===== config.mk =====
export PLATFORM = sky130hd
export DESIGN_NAME = lspx_ctrl
export DESIGN_NICKNAME = d
export VERILOG_FILES = /design/src/lspx_pkg.sv /design/src/lspx_ctrl.sv
export SDC_FILE = /design/constraint.sdc
export NUM_CORES = 1
export LEC_CHECK = 0
export ABC_AREA = 1
export BUFFER_PORTS_ARGS = -buffer_cell sky130_fd_sc_hd__buf_2
export CORE_MARGIN = 1.5
export CORE_UTILIZATION = 60
export DETAILED_ROUTE_END_ITERATION = 7
export PLACE_DENSITY = 0.89
export SYNTH_ARGS = -nofsm -noshare
export SYNTH_HDL_FRONTEND = slang
export SYNTH_SLANG_ARGS = --single-unit

===== constraint.sdc =====
create_clock -name clk -period 3.9 [get_ports clk]
set_clock_uncertainty 0.15 [all_clocks]
set_input_delay 0.78 -clock clk [delete_from_list [all_inputs] [get_ports clk]]
set_output_delay 0.78 -clock clk [all_outputs]
set_load 0.02 [all_outputs]

===== src/lspx_pkg.sv =====
// shared types and constants for the looped sample player voice
package lspx_pkg;

	localparam int CFG_W      = 24;
	localparam int IDX_W      = 3;
	localparam int ADDR_W     = 16;
	localparam int PHASE_W    = 48;
	localparam int FADE_W     = 13;
	localparam int MAX_STEPS  = 17;
	localparam int STEP_CNT_W = 5;

	// config reset values
	localparam logic [15:0] AMP_RESET  = 16'd4096;
	localparam logic [19:0] RATE_RESET = 20'd65536;
	localparam logic [12:0] FADE_RESET = 13'd64;

	typedef enum logic [1:0] {
		CMD_LOAD  = 2'd0,
		CMD_START = 2'd1,
		CMD_TICK  = 2'd2
	} cmd_t;

	typedef enum logic [2:0] {
		REG_AMPLITUDE   = 3'd0,
		REG_RATE_STEP   = 3'd1,
		REG_START_POS   = 3'd2,
		REG_LOOP_START  = 3'd3,
		REG_LOOP_END    = 3'd4,
		REG_DECAY_POINT = 3'd5,
		REG_FADE_LENGTH = 3'd6,
		REG_NOTE_LENGTH = 3'd7
	} reg_idx_t;

	typedef enum logic [2:0] {
		RG_DECAY_XFADE = 3'd0,
		RG_DECAY_FADE  = 3'd1,
		RG_DECAY       = 3'd2,
		RG_FADE_IN     = 3'd3,
		RG_LOOP        = 3'd4
	} region_t;

	// controller to datapath commands
	typedef struct packed {
		logic load;
		logic start;
		logic prep;
		logic dec1;
		logic dec2;
		logic rd_x;
		logic rd_y;
		logic mul1;
		logic mul2;
		logic dinit;
		logic div_step;
		logic fin;
		logic out1;
		logic out2;
		logic out3;
		logic out4;
	} ctl_t;

	// datapath to controller status
	typedef struct packed {
		logic more_steps;
		logic out_free;
	} sts_t;

endpackage


===== src/lspx_ctrl.sv =====
// sequencing state machine for the sampler voice
module lspx_ctrl #(
	parameter int SAMPLE_BITS = 16
) (
	input  logic          clk,
	input  logic          arst_n,
	input  logic          in_valid,
	input  logic [1:0]    command,
	output logic          in_ready,
	output lspx_pkg::ctl_t ctl,
	input  lspx_pkg::sts_t sts
);
	import lspx_pkg::*;

	localparam int QB  = SAMPLE_BITS + 1;
	localparam int DCW = $clog2(QB);

	typedef enum logic [15:0] {
		ST_IDLE  = 16'b0000000000000001,
		ST_PREP  = 16'b0000000000000010,
		ST_CHK   = 16'b0000000000000100,
		ST_DEC1  = 16'b0000000000001000,
		ST_DEC2  = 16'b0000000000010000,
		ST_RDX   = 16'b0000000000100000,
		ST_RDY   = 16'b0000000001000000,
		ST_MUL1  = 16'b0000000010000000,
		ST_MUL2  = 16'b0000000100000000,
		ST_DINIT = 16'b0000001000000000,
		ST_DIV   = 16'b0000010000000000,
		ST_FIN   = 16'b0000100000000000,
		ST_OUT1  = 16'b0001000000000000,
		ST_OUT2  = 16'b0010000000000000,
		ST_OUT3  = 16'b0100000000000000,
		ST_OUT4  = 16'b1000000000000000
	} state_t;

	state_t                state_q, state_n;
	logic [STEP_CNT_W-1:0] step_cnt_q;
	logic [DCW-1:0]        div_cnt_q;
	logic                  in_xfer;

	assign in_ready = (state_q == ST_IDLE);
	assign in_xfer  = in_valid && in_ready;

	// next state
	always_comb begin
		state_n = state_q;
		case (state_q)
			ST_IDLE: begin
				if (in_xfer && command == CMD_TICK) begin
					state_n = ST_PREP;
				end
			end
			ST_PREP:  state_n = ST_CHK;
			ST_CHK: begin
				if (sts.more_steps && step_cnt_q != STEP_CNT_W'(MAX_STEPS)) begin
					state_n = ST_DEC1;
				end else begin
					state_n = ST_OUT1;
				end
			end
			ST_DEC1:  state_n = ST_DEC2;
			ST_DEC2:  state_n = ST_RDX;
			ST_RDX:   state_n = ST_RDY;
			ST_RDY:   state_n = ST_MUL1;
			ST_MUL1:  state_n = ST_MUL2;
			ST_MUL2:  state_n = ST_DINIT;
			ST_DINIT: state_n = ST_DIV;
			ST_DIV: begin
				if (div_cnt_q == DCW'(QB - 1)) begin
					state_n = ST_FIN;
				end
			end
			ST_FIN:   state_n = ST_CHK;
			ST_OUT1:  state_n = ST_OUT2;
			ST_OUT2:  state_n = ST_OUT3;
			ST_OUT3: begin
				if (sts.out_free) begin
					state_n = ST_OUT4;
				end
			end
			ST_OUT4:  state_n = ST_IDLE;
			default:  state_n = ST_IDLE;
		endcase
	end

	// state and loop counters
	always_ff @(posedge clk or negedge arst_n) begin
		if (!arst_n) begin
			state_q    <= ST_IDLE;
			step_cnt_q <= '0;
			div_cnt_q  <= '0;
		end else begin
			state_q <= state_n;
			if (state_q == ST_PREP) begin
				step_cnt_q <= '0;
			end else if (state_q == ST_FIN) begin
				step_cnt_q <= step_cnt_q + 1'b1;
			end
			if (state_q == ST_DIV) begin
				div_cnt_q <= div_cnt_q + 1'b1;
			end else begin
				div_cnt_q <= '0;
			end
		end
	end

	// command decode
	always_comb begin
		ctl          = '0;
		ctl.load     = in_xfer && command == CMD_LOAD;
		ctl.start    = in_xfer && command == CMD_START;
		ctl.prep     = (state_q == ST_PREP);
		ctl.dec1     = (state_q == ST_DEC1);
		ctl.dec2     = (state_q == ST_DEC2);
		ctl.rd_x     = (state_q == ST_RDX);
		ctl.rd_y     = (state_q == ST_RDY);
		ctl.mul1     = (state_q == ST_MUL1);
		ctl.mul2     = (state_q == ST_MUL2);
		ctl.dinit    = (state_q == ST_DINIT);
		ctl.div_step = (state_q == ST_DIV);
		ctl.fin      = (state_q == ST_FIN);
		ctl.out1     = (state_q == ST_OUT1);
		ctl.out2     = (state_q == ST_OUT2);
		ctl.out3     = (state_q == ST_OUT3);
		ctl.out4     = (state_q == ST_OUT4);
	end

endmodule


; Word-level counts from Yosys, hierarchy flattened
; Index checks and enable logic that the tools add are counted.
[word_totals]
n_memories = 0
wordCells = 45
ram_bits = 0
output_inout_bits = 17
latch_bits = 0
regBits = 26
input_bits = 7
mem_bits_ro = 0
[classes]
n_reduce_logical = 9
n_bitwise = 0
n_mux = 8
shift = 0
n_lt_le_gt_ge = 0
add_sub_neg = 2
n_mul = 0
eq_ne = 23
div = 0
[op_table]
columns = operator, n
row1 = 16-bit one-hot mux with 14 select lines, 1
row2 = 16-bit two-way mux, 3
row3 = 16-bit by 1-bit == test with 1-bit output (second input constant), 1
row4 = 16-bit by 10-bit == test with 1-bit output (second input constant), 1
row5 = 16-bit by 11-bit == test with 1-bit output (second input constant), 1
row6 = 16-bit by 12-bit == test with 1-bit output (second input constant), 1
row7 = 16-bit by 13-bit == test with 1-bit output (second input constant), 1
row8 = 16-bit by 14-bit == test with 1-bit output (second input constant), 1
row9 = 16-bit by 15-bit == test with 1-bit output (second input constant), 1
row10 = 16-bit == test (second input constant), 1
row11 = 16-bit by 2-bit == test with 1-bit output (second input constant), 1
row12 = 16-bit by 3-bit == test with 1-bit output (second input constant), 1
row13 = 16-bit by 4-bit == test with 1-bit output (second input constant), 1
row14 = 16-bit by 5-bit == test with 1-bit output (second input constant), 1
row15 = 16-bit by 6-bit == test with 1-bit output (second input constant), 1
row16 = 16-bit by 7-bit == test with 1-bit output (second input constant), 1
row17 = 16-bit by 8-bit == test with 1-bit output (second input constant), 1
row18 = 16-bit by 9-bit == test with 1-bit output (second input constant), 1
row19 = 5-bit two-way mux, 3
row20 = 13-bit two-way mux, 1
row21 = 5-bit by 1-bit adder with 5-bit output (second input constant), 2
row22 = 2-bit by 1-bit inequality test with 1-bit output (second input constant), 3
row23 = 5-bit == test (second input constant), 1
row24 = 1-bit logical AND, 5
row25 = other kinds (7), 7

; Depth between registers and ports, before layout
; Gate-level depths: netlist (run 1).
[depth]
ltp_word = 5
depth_mapped = 9
ltp_nobuf = 9

; Least setup slack after synthesis (run 1)
; OpenSTA, ideal clock, no wires.
[synth_timing]
kind = reg-to-output
from = register state_q[12]
to = output ctl[14] (netlist name)
path_buffers = 0
required_ns = 2.970
t_arrival_ns = 1.449
path_slack_ns = 1.521
stages_incl_launch_ff = 8
cell_sequence = dfrtp_1 > nor2_4 > nand2_2 > nor2_8 > nand2_4 > nor2_4 > nand3b_1 > nor2_1
[synth_lines]
columns = element, line
row1 = "start, declared", lspx_ctrl.sv:37  ; state_t state_q, state_n;
row2 = "start signal, assigned", lspx_ctrl.sv:94  ; state_q <= state_n;
row3 = "end, declared", lspx_ctrl.sv:10  ; output lspx_pkg::ctl_t ctl,

==> impl_metrics.csv, run 1 <==
group,metric,value,unit
pwr,p_per_area,359,nW/um^2
cells_and_area,area_growth,11.6,%
yosys,yosys.cell_count.top_type,"nor2_1",
clocking,ctsHoldBuffers,0,
sta,hold_viol,0,
clocking,cts_buffers,3,
yosys,ys_seq_area_frac,0.422,
detailed_routing,routed_via_density,4.98,
pwr,clockPowerShare,0.178,
global_routing,met3_usage,0.0250,
cells_and_area,multiInputGateArea,783,sq um
worst_setup_path,worstSetupStartpointType,"flip-flop",
yosys,synth-async-reset-ratio,1.00,
global_routing,use_met2,0.372,
yosys,synth-edff-count,0,
clocking,ctsHtreeMaxLevel,1,
worst_setup_path,cp_max_fo,7,
yosys,synth_area_leader_cell,"dfrtp_1",
cells_and_area,layout.cells.non_filler,254,
worst_setup_path,crit_chain,"nor2_2, nand2_2, nor2_8, nand2_4, nor2_4, nand3b_1, nor2_1, buf_2",
cells_and_area,register_area,652,sq um
sta,fmax,373,MHz
die,die_width,53.7,microns
sta,setup_violations,0,
global_routing,grt_util_all_layers,0.211,
die,fp.coreArea,2450,sq um
yosys,synth-simple-area-share,0.413,
pwr,netSwitchingFraction,0.368,
die,rows,18,
clocking,cts_tree,"done",
die,io_pins,24,
yosys,synth_cell_type_count,24,
yosys,syn-instance-count,197,
global_routing,top_usage_layer,"met2",
detailed_routing,drtIter0Drc,12,
die,die_h,53.7,microns
yosys,synth_nets,208,
sta,slew_headroom,0.634,
clocking,cts_resized,0,
global_routing,grt_pass1_wl,4420,microns
detailed_routing,wirelength,2680,microns
cells_and_area,fillers,208,
pwr,p_leak,1.01,nW
worst_setup_path,cp.required,2.97,ns
placed_design,io_buffers,23,
detailed_routing,vias,1265,
yosys,synth_area_leaders,"dfrtp_1 (41%), nor2_1 (12%), nand2_1 (6.6%), nand3_1 (6.2%), inv_1 (6.1%)",
yosys,ys_ff_latch,26,
global_routing,antenna_found_initial,0,
global_routing,overflow,0,
global_routing,grt_pass1_vias,1103,
detailed_routing,detail_route.wl_per_cell,10.6,microns
sta,drv_slew,0,
clocking,cts.clk_slew.worst_paths,0.13,ns
pwr,ir_drop,0.326,mV
worst_setup_path,critPathMaxStageDelay,0.41,ns
yosys,synthXorXnorAreaFrac,0.0284,
clocking,cts.repair_timing.setup_buffer_count,0,
die,die_area,2890,sq um
yosys,avgSynthCellArea,7.84,sq um
sta,period_minus_slack,2.68,ns
global_routing,met1_usage,0.265,
yosys,synth_top_area_frac,0.405,
sta,rsz0062_at_grt,"false",
job,maxCapViolCount,0,
hold_path,hp-class,"input pin to async pin",
sta,worstMarginPinSlew,0.548,ns
yosys,synthMuxAreaShare,0,
yosys,synth_top_family_by_area,"simple AND/OR/NAND/NOR gates",
worst_setup_path,path_class,"flip-flop to primary output",
status,status,"finished clean",
yosys,yosysWarnings,0,
clocking,cts_buffer_depth,2,
sta,fin_tns_setup,0,ns
pwr,p_sw,0.227,mW
sta,min_period_over_period,0.687,
yosys,synth_compound_area_frac,0.0332,
cells_and_area,antenna_cells,0,
worst_setup_path,cp.arrival,1.75,ns
detailed_routing,first_pass_iters,6,
detailed_routing,drcViolationCount,0,
placed_design,place.gp.congestion,0.841,
cells_and_area,layout-drive-gt1-share,0.241,
clocking,cts_root_buffer,"clkbuf_4",
yosys,synthTopCellsByCount,"nor2_1 (50), nand2_1 (27), dfrtp_1 (25), inv_1 (25), nand3_1 (19)",
cells_and_area,nNetsFinal,236,
detailed_routing,ant_nets,0,
yosys,synth_ff_type,"dfrtp_1",
placed_design,dp.final_hpwl,2170,microns
worst_setup_path,worstSetupEndpointType,"primary output",
pwr,p_comb_frac,0.343,
clocking,cts.sinks,26,
die,initial_core_util,0.629,
yosys,syn-cell-area,1540,sq um
pwr,seq_power_share,0.479,
pwr,intPower,0.391,mW
yosys,synthAdderAreaFrac,0.0324,
placed_design,dpl.cell_count,250,
worst_setup_path,cp_slowest_cell,"dfrtp_1",
global_routing,grt_max_degree,27,
clocking,clk-insertion-delay-late,0.31,ns
==> power by group through the flow <==
stage | Sequential [mW] | Clock (mW) | Combinational [mW]
2_1_floorplan | 0.300 | 0 | 0.160
5_1_grt | 0.299 | 0.129 | 0.234
3_5_place_dp | 0.301 | 0 | 0.212
6_report | 0.296 | 0.110 | 0.212
3_3_place_gp | 0.301 | 0 | 0.208
4_1_cts | 0.296 | 0.114 | 0.213
==> cells by family after synthesis <==
| kind of cell | count (synthesis) |
|---|---|
| AOI/OAI and AO/OA | 8 |
| xor gates and xnor gates | 5 |
| adders and majority gates | 4 |
| buffers and inverters | 29 |
| DFF | 26 |
| and+or+nand+nor | 125 |
==> final timing paths <==
check                        startpoint           end  slack, ns  depth (start not counted)
max in group asynchronous        arst_n    state_q[0]       2.93                          1
max reg2reg                  state_q[0]    state_q[0]       2.25                          8
min reg2reg                div_cnt_q[0]  div_cnt_q[0]       0.35                          1
min in group clk           div_cnt_q[0]  div_cnt_q[0]       0.35                          1
max                         state_q[14]       ctl[15]       1.22                          8
min                              arst_n  div_cnt_q[1]       0.28                          1
==> sequential cells by signal (all words and copies together), names as in the netlist <==
signal      count
div_cnt_q       5
step_cnt_q      5
state_q        16
==> per-stage QoR <==
| stage | hold WS (ns) | util | setup WS (ns) | instance area [sq um] | total power, mW |
|---|---|---|---|---|---|
| 6_report | 0.284 | 0.702 | 1.22 | 1720 | 0.618 |
| 3_5_place_dp | 0.339 | 0.691 | 1.57 | 1700 | 0.514 |
| 2_1_floorplan | 0.301 | - | 1.52 | 1540 | 0.460 |
| 5_1_grt | 0.309 | 0.702 | 1.05 | 1720 | 0.662 |
| 4_1_cts | 0.302 | 0.702 | 1.20 | 1720 | 0.623 |
| 3_3_place_gp | 0.323 | 0.691 | 1.61 | 1700 | 0.509 |
==> routing by layer <==
metal / part of all wire / vias to the layer above
li1: - / 657
met1: 0.49 / 577
met3: 0.030 / 5
met5: 0 / -
met4: 0.014 / 0
met2: 0.47 / 26
==> placed cells by master, fill, tap and decap left out, drive strengths merged <==
master,synthesis,routed
o211ai,1,1
nand2,38,38
dfstp,1,1
nor3b,1,1
and2,1,1
xor2,5,5
o22ai,1,1
buf,0,23
nand3b,3,3
ha,4,4
o21bai,1,1
nand3,19,19
dfrtp,25,25
o21ai,5,5
nor4,1,1
clkbuf,0,4
inv,29,29
or2,1,1
nor2,61,61
==> critical path: cells and delay by family (launching register included) <==
kind          cells  cell delay, ns
flops             1            0.41
buf+inv           1            0.16
simple gates      7            0.85
==> cell type report <==
class / count / area share
Multi-Input combinational cell: 142 / 0.455
Sequential cell: 26 / 0.378
Timing Repair Buffer: 23 / 0.0668
Inverter: 29 / 0.0632
Tap cell: 30 / 0.0218
Clock buffer: 4 / 0.0153
Note: power is estimated with default switching activity, not from simulation.
==> inputs of run 2 (changes only) <==
--- a/config.mk
+++ b/config.mk
@@ -8,9 +8,9 @@
 export ABC_AREA = 1
 export BUFFER_PORTS_ARGS = -buffer_cell sky130_fd_sc_hd__buf_2
 export CORE_MARGIN = 1.5
-export CORE_UTILIZATION = 60
+export CORE_UTILIZATION = 56
 export DETAILED_ROUTE_END_ITERATION = 7
-export PLACE_DENSITY = 0.89
+export PLACE_DENSITY = 0.84
 export SYNTH_ARGS = -nofsm -noshare
 export SYNTH_HDL_FRONTEND = slang
 export SYNTH_SLANG_ARGS = --single-unit
==> constraint.sdc (replaced) <==
create_clock -name clk -period 2.5 [get_ports clk]
set_clock_uncertainty 0.15 [all_clocks]
set_input_delay 0.5 -clock clk [delete_from_list [all_inputs] [get_ports clk]]
set_output_delay 0.5 -clock clk [all_outputs]
set_load 0.02 [all_outputs]
==> run 2 against run 1 <==
  * The run now ends with hold timing left
  * Register-to-register slack lost 1.4 ns
  * Power is 76% higher
  * Wire length up 3.9%
  * Clock power grew to 2.6 times the previous value
  * Final area grew 3.7%
  * Sequential cell count stayed put
  * Hold slack worse by 0.29 ns
  * Die area rose by 6.8%
  * Combinational power up 58%
  * Global-route usage down 1.7 points
  * Core utilization about the same
  * Critical endpoint unchanged
  * Largest cell class unchanged
  * Largest power group unchanged
  * Highest routed layer unchanged
==> impl_metrics.csv, run 2 (synthesis gave the netlist of run 1 again) <==
group,metric,value,unit
placed_design,place.gp.congestion,0.884,
cells_and_area,final_cell_mix,"nor2_1 (50), nand2_1 (27), inv_1 (25), dfrtp_1 (25), buf_2 (21)",
sta,drv_slew,0,
clocking,clk-insertion-delay-late,0.32,ns
placed_design,dp.final_hpwl,2100,microns
sta,min_period_over_period,0.941,
die,die_width,55.5,microns
detailed_routing,ant_nets,0,
placed_design,dpl.cell_count,250,
worst_setup_path,path_class,"flip-flop to primary output",
worst_setup_path,rrSetupSlack,0.86,ns
die,io_pins,24,
global_routing,grt_pass1_wl,4890,microns
worst_setup_path,cp_max_fo,6,
sta,setup_violations,0,
sta,hold_viol,18,
worst_setup_path,worstSetupStartpointType,"flip-flop",
die,die_h,55.5,microns
cells_and_area,antenna_cells,0,
worst_setup_path,cp.arrival,1.70,ns
worst_setup_path,critPathMaxStageDelay,0.46,ns
detailed_routing,routed_via_density,4.98,
hold_path,hp-class,"input pin to async pin",
detailed_routing,detail_route.wl_per_cell,10.8,microns
global_routing,grt_util_all_layers,0.195,
worst_setup_path,cp_slowest_cell,"dfrtp_1",
worst_setup_path,crit_chain,"nor2_4, nand2_4, nor2_8, nand2_4, nor2_4, nand3b_1, nor2_1, buf_4",
global_routing,antenna_found_initial,0,
status,violations,"hold timing",
pwr,p_per_area,608,nW/um^2
sta,hold_slack,-0.00597,ns
detailed_routing,first_pass_iters,4,
clocking,cts_root_buffer,"clkbuf_4",
die,initial_core_util,0.607,
cells_and_area,max_flop_register,"state_q",
cells_and_area,reg_top3,"state_q: 16 flops, div_cnt_q: 5 flops, step_cnt_q: 5 flops",
cells_and_area,largest_reg_flops,16,
pwr,p_leak,1.04,nW
clocking,cts_tree,"done",
worst_setup_path,cp.required,1.85,ns
cells_and_area,layout_commonest_cell,"nor2_1",
global_routing,overflow,0,
cells_and_area,area_growth,15.7,%
detailed_routing,vias,1279,
placed_design,io_buffers,23,
worst_setup_path,r2r_cells,8,
detailed_routing,drtIter0Drc,35,
cells_and_area,nNetsFinal,239,
cells_and_area,layout-drive-gt1-share,0.256,
worst_setup_path,path_delay_family,"simple AND/OR/NAND/NOR gates",
clocking,cts_buffers,3,
worst_setup_path,cp_num_buf_inv,1,
detailed_routing,drcViolationCount,0,
cells_and_area,postLayoutCellArea,1790,sq um
sta,fmax,425,MHz
sta,rsz0062_at_grt,"true",
clocking,ctsHoldBuffers,0,
clocking,cts_buffer_depth,2,
die,die_area,3080,sq um
clocking,cts.sinks,26,
sta,worst_slack,0.147,ns
placed_design,pre_cts_slack,0.468,ns
placed_design,postPlaceCellArea,1700,sq um
clocking,cts.clk_slew.worst_paths,0.14,ns
die,rows,18,
sta,worstMarginPinSlew,0.559,ns
worst_setup_path,r2r-end,"state_q[1]",
status,status,"finished with violations",
pwr,power.total,1.09,mW
worst_setup_path,worstReg2RegStart,"state_q[2]",
global_routing,grt_max_degree,27,
detailed_routing,wirelength,2790,microns
sta,slew_headroom,0.627,
global_routing,grt_pass1_vias,1224,
cells_and_area,layout.cells.non_filler,257,
pwr,ir_drop,0.442,mV
die,fp.coreArea,2540,sq um
job,maxCapViolCount,0,
worst_setup_path,worstSetupEndpointType,"primary output",
sta,period_minus_slack,2.35,ns
clocking,ctsHtreeMaxLevel,1,
[run 2: cell type report]
cell class | instances | area [sq um]
Multi-Input combinational cell | 142 | 793
Fill cell | 221 | 758
Sequential cell | 26 | 652
Timing Repair Buffer | 26 | 143
Inverter | 29 | 109
Tap cell | 30 | 37.5
Clock inverter | 1 | 30.0
Clock buffer | 3 | 22.5
[run 2: worst max path at each step]
stage          slack, ns  cells past startpoint   startpoint      end
6_report            0.15                      8  state_q[12]  ctl[15]
5_1_grt            -0.01                      8  state_q[15]  ctl[15]
4_1_cts             0.07                      8  state_q[12]  ctl[15]
3_5_place_dp        0.47                      8  state_q[12]  ctl[14]
3_3_place_gp        0.50                      8  state_q[14]  ctl[14]
2_1_floorplan       0.40                      7  state_q[12]  ctl[14]
[run 2: worst register-to-register path, cell delays in order, from the launching register on]
cell and delay, ns:
dfrtp_1 0.43, nor2_2 0.19, nand2_2 0.17, nor2_8 0.19, nand2_4 0.11, inv_2 0.08, nand2_2 0.06, o211ai_2 0.11
nor2_1 0.07
[run 2: where the power goes]
group          total (mW)  switching (mW)  internal (mW)
combinational       0.334           0.228          0.107
sequential          0.466          0.0185          0.447
clock               0.287           0.125          0.162
total                1.09           0.371          0.716
[run 2: routing by layer]
| layer | share of wire | GRT usage | up-vias |
|---|---|---|---|
| met2 | 0.51 | 0.337 | 21 |
| li1 | - | - | 663 |
| met4 | 0.0086 | 0.0662 | 0 |
| met5 | 0 | 0 | - |
| met1 | 0.45 | 0.245 | 591 |
| met3 | 0.031 | 0.0328 | 4 |
[run 2: through the flow]
| stage | util | TNS (ns) |
|---|---|---|
| 4_1_cts | 0.687 | 0 |
| 3_5_place_dp | 0.667 | 0 |
| 2_1_floorplan | - | 0 |
| 5_1_grt | 0.702 | -0.0153 |
| 3_3_place_gp | 0.667 | 0 |
| 6_report | 0.702 | 0 |
[run 2: timing repair]
item,4_1_cts,5_1_grt
endpoints found under the setup margin,0,4
gates resized for setup,0,4
buffers inserted,0,3
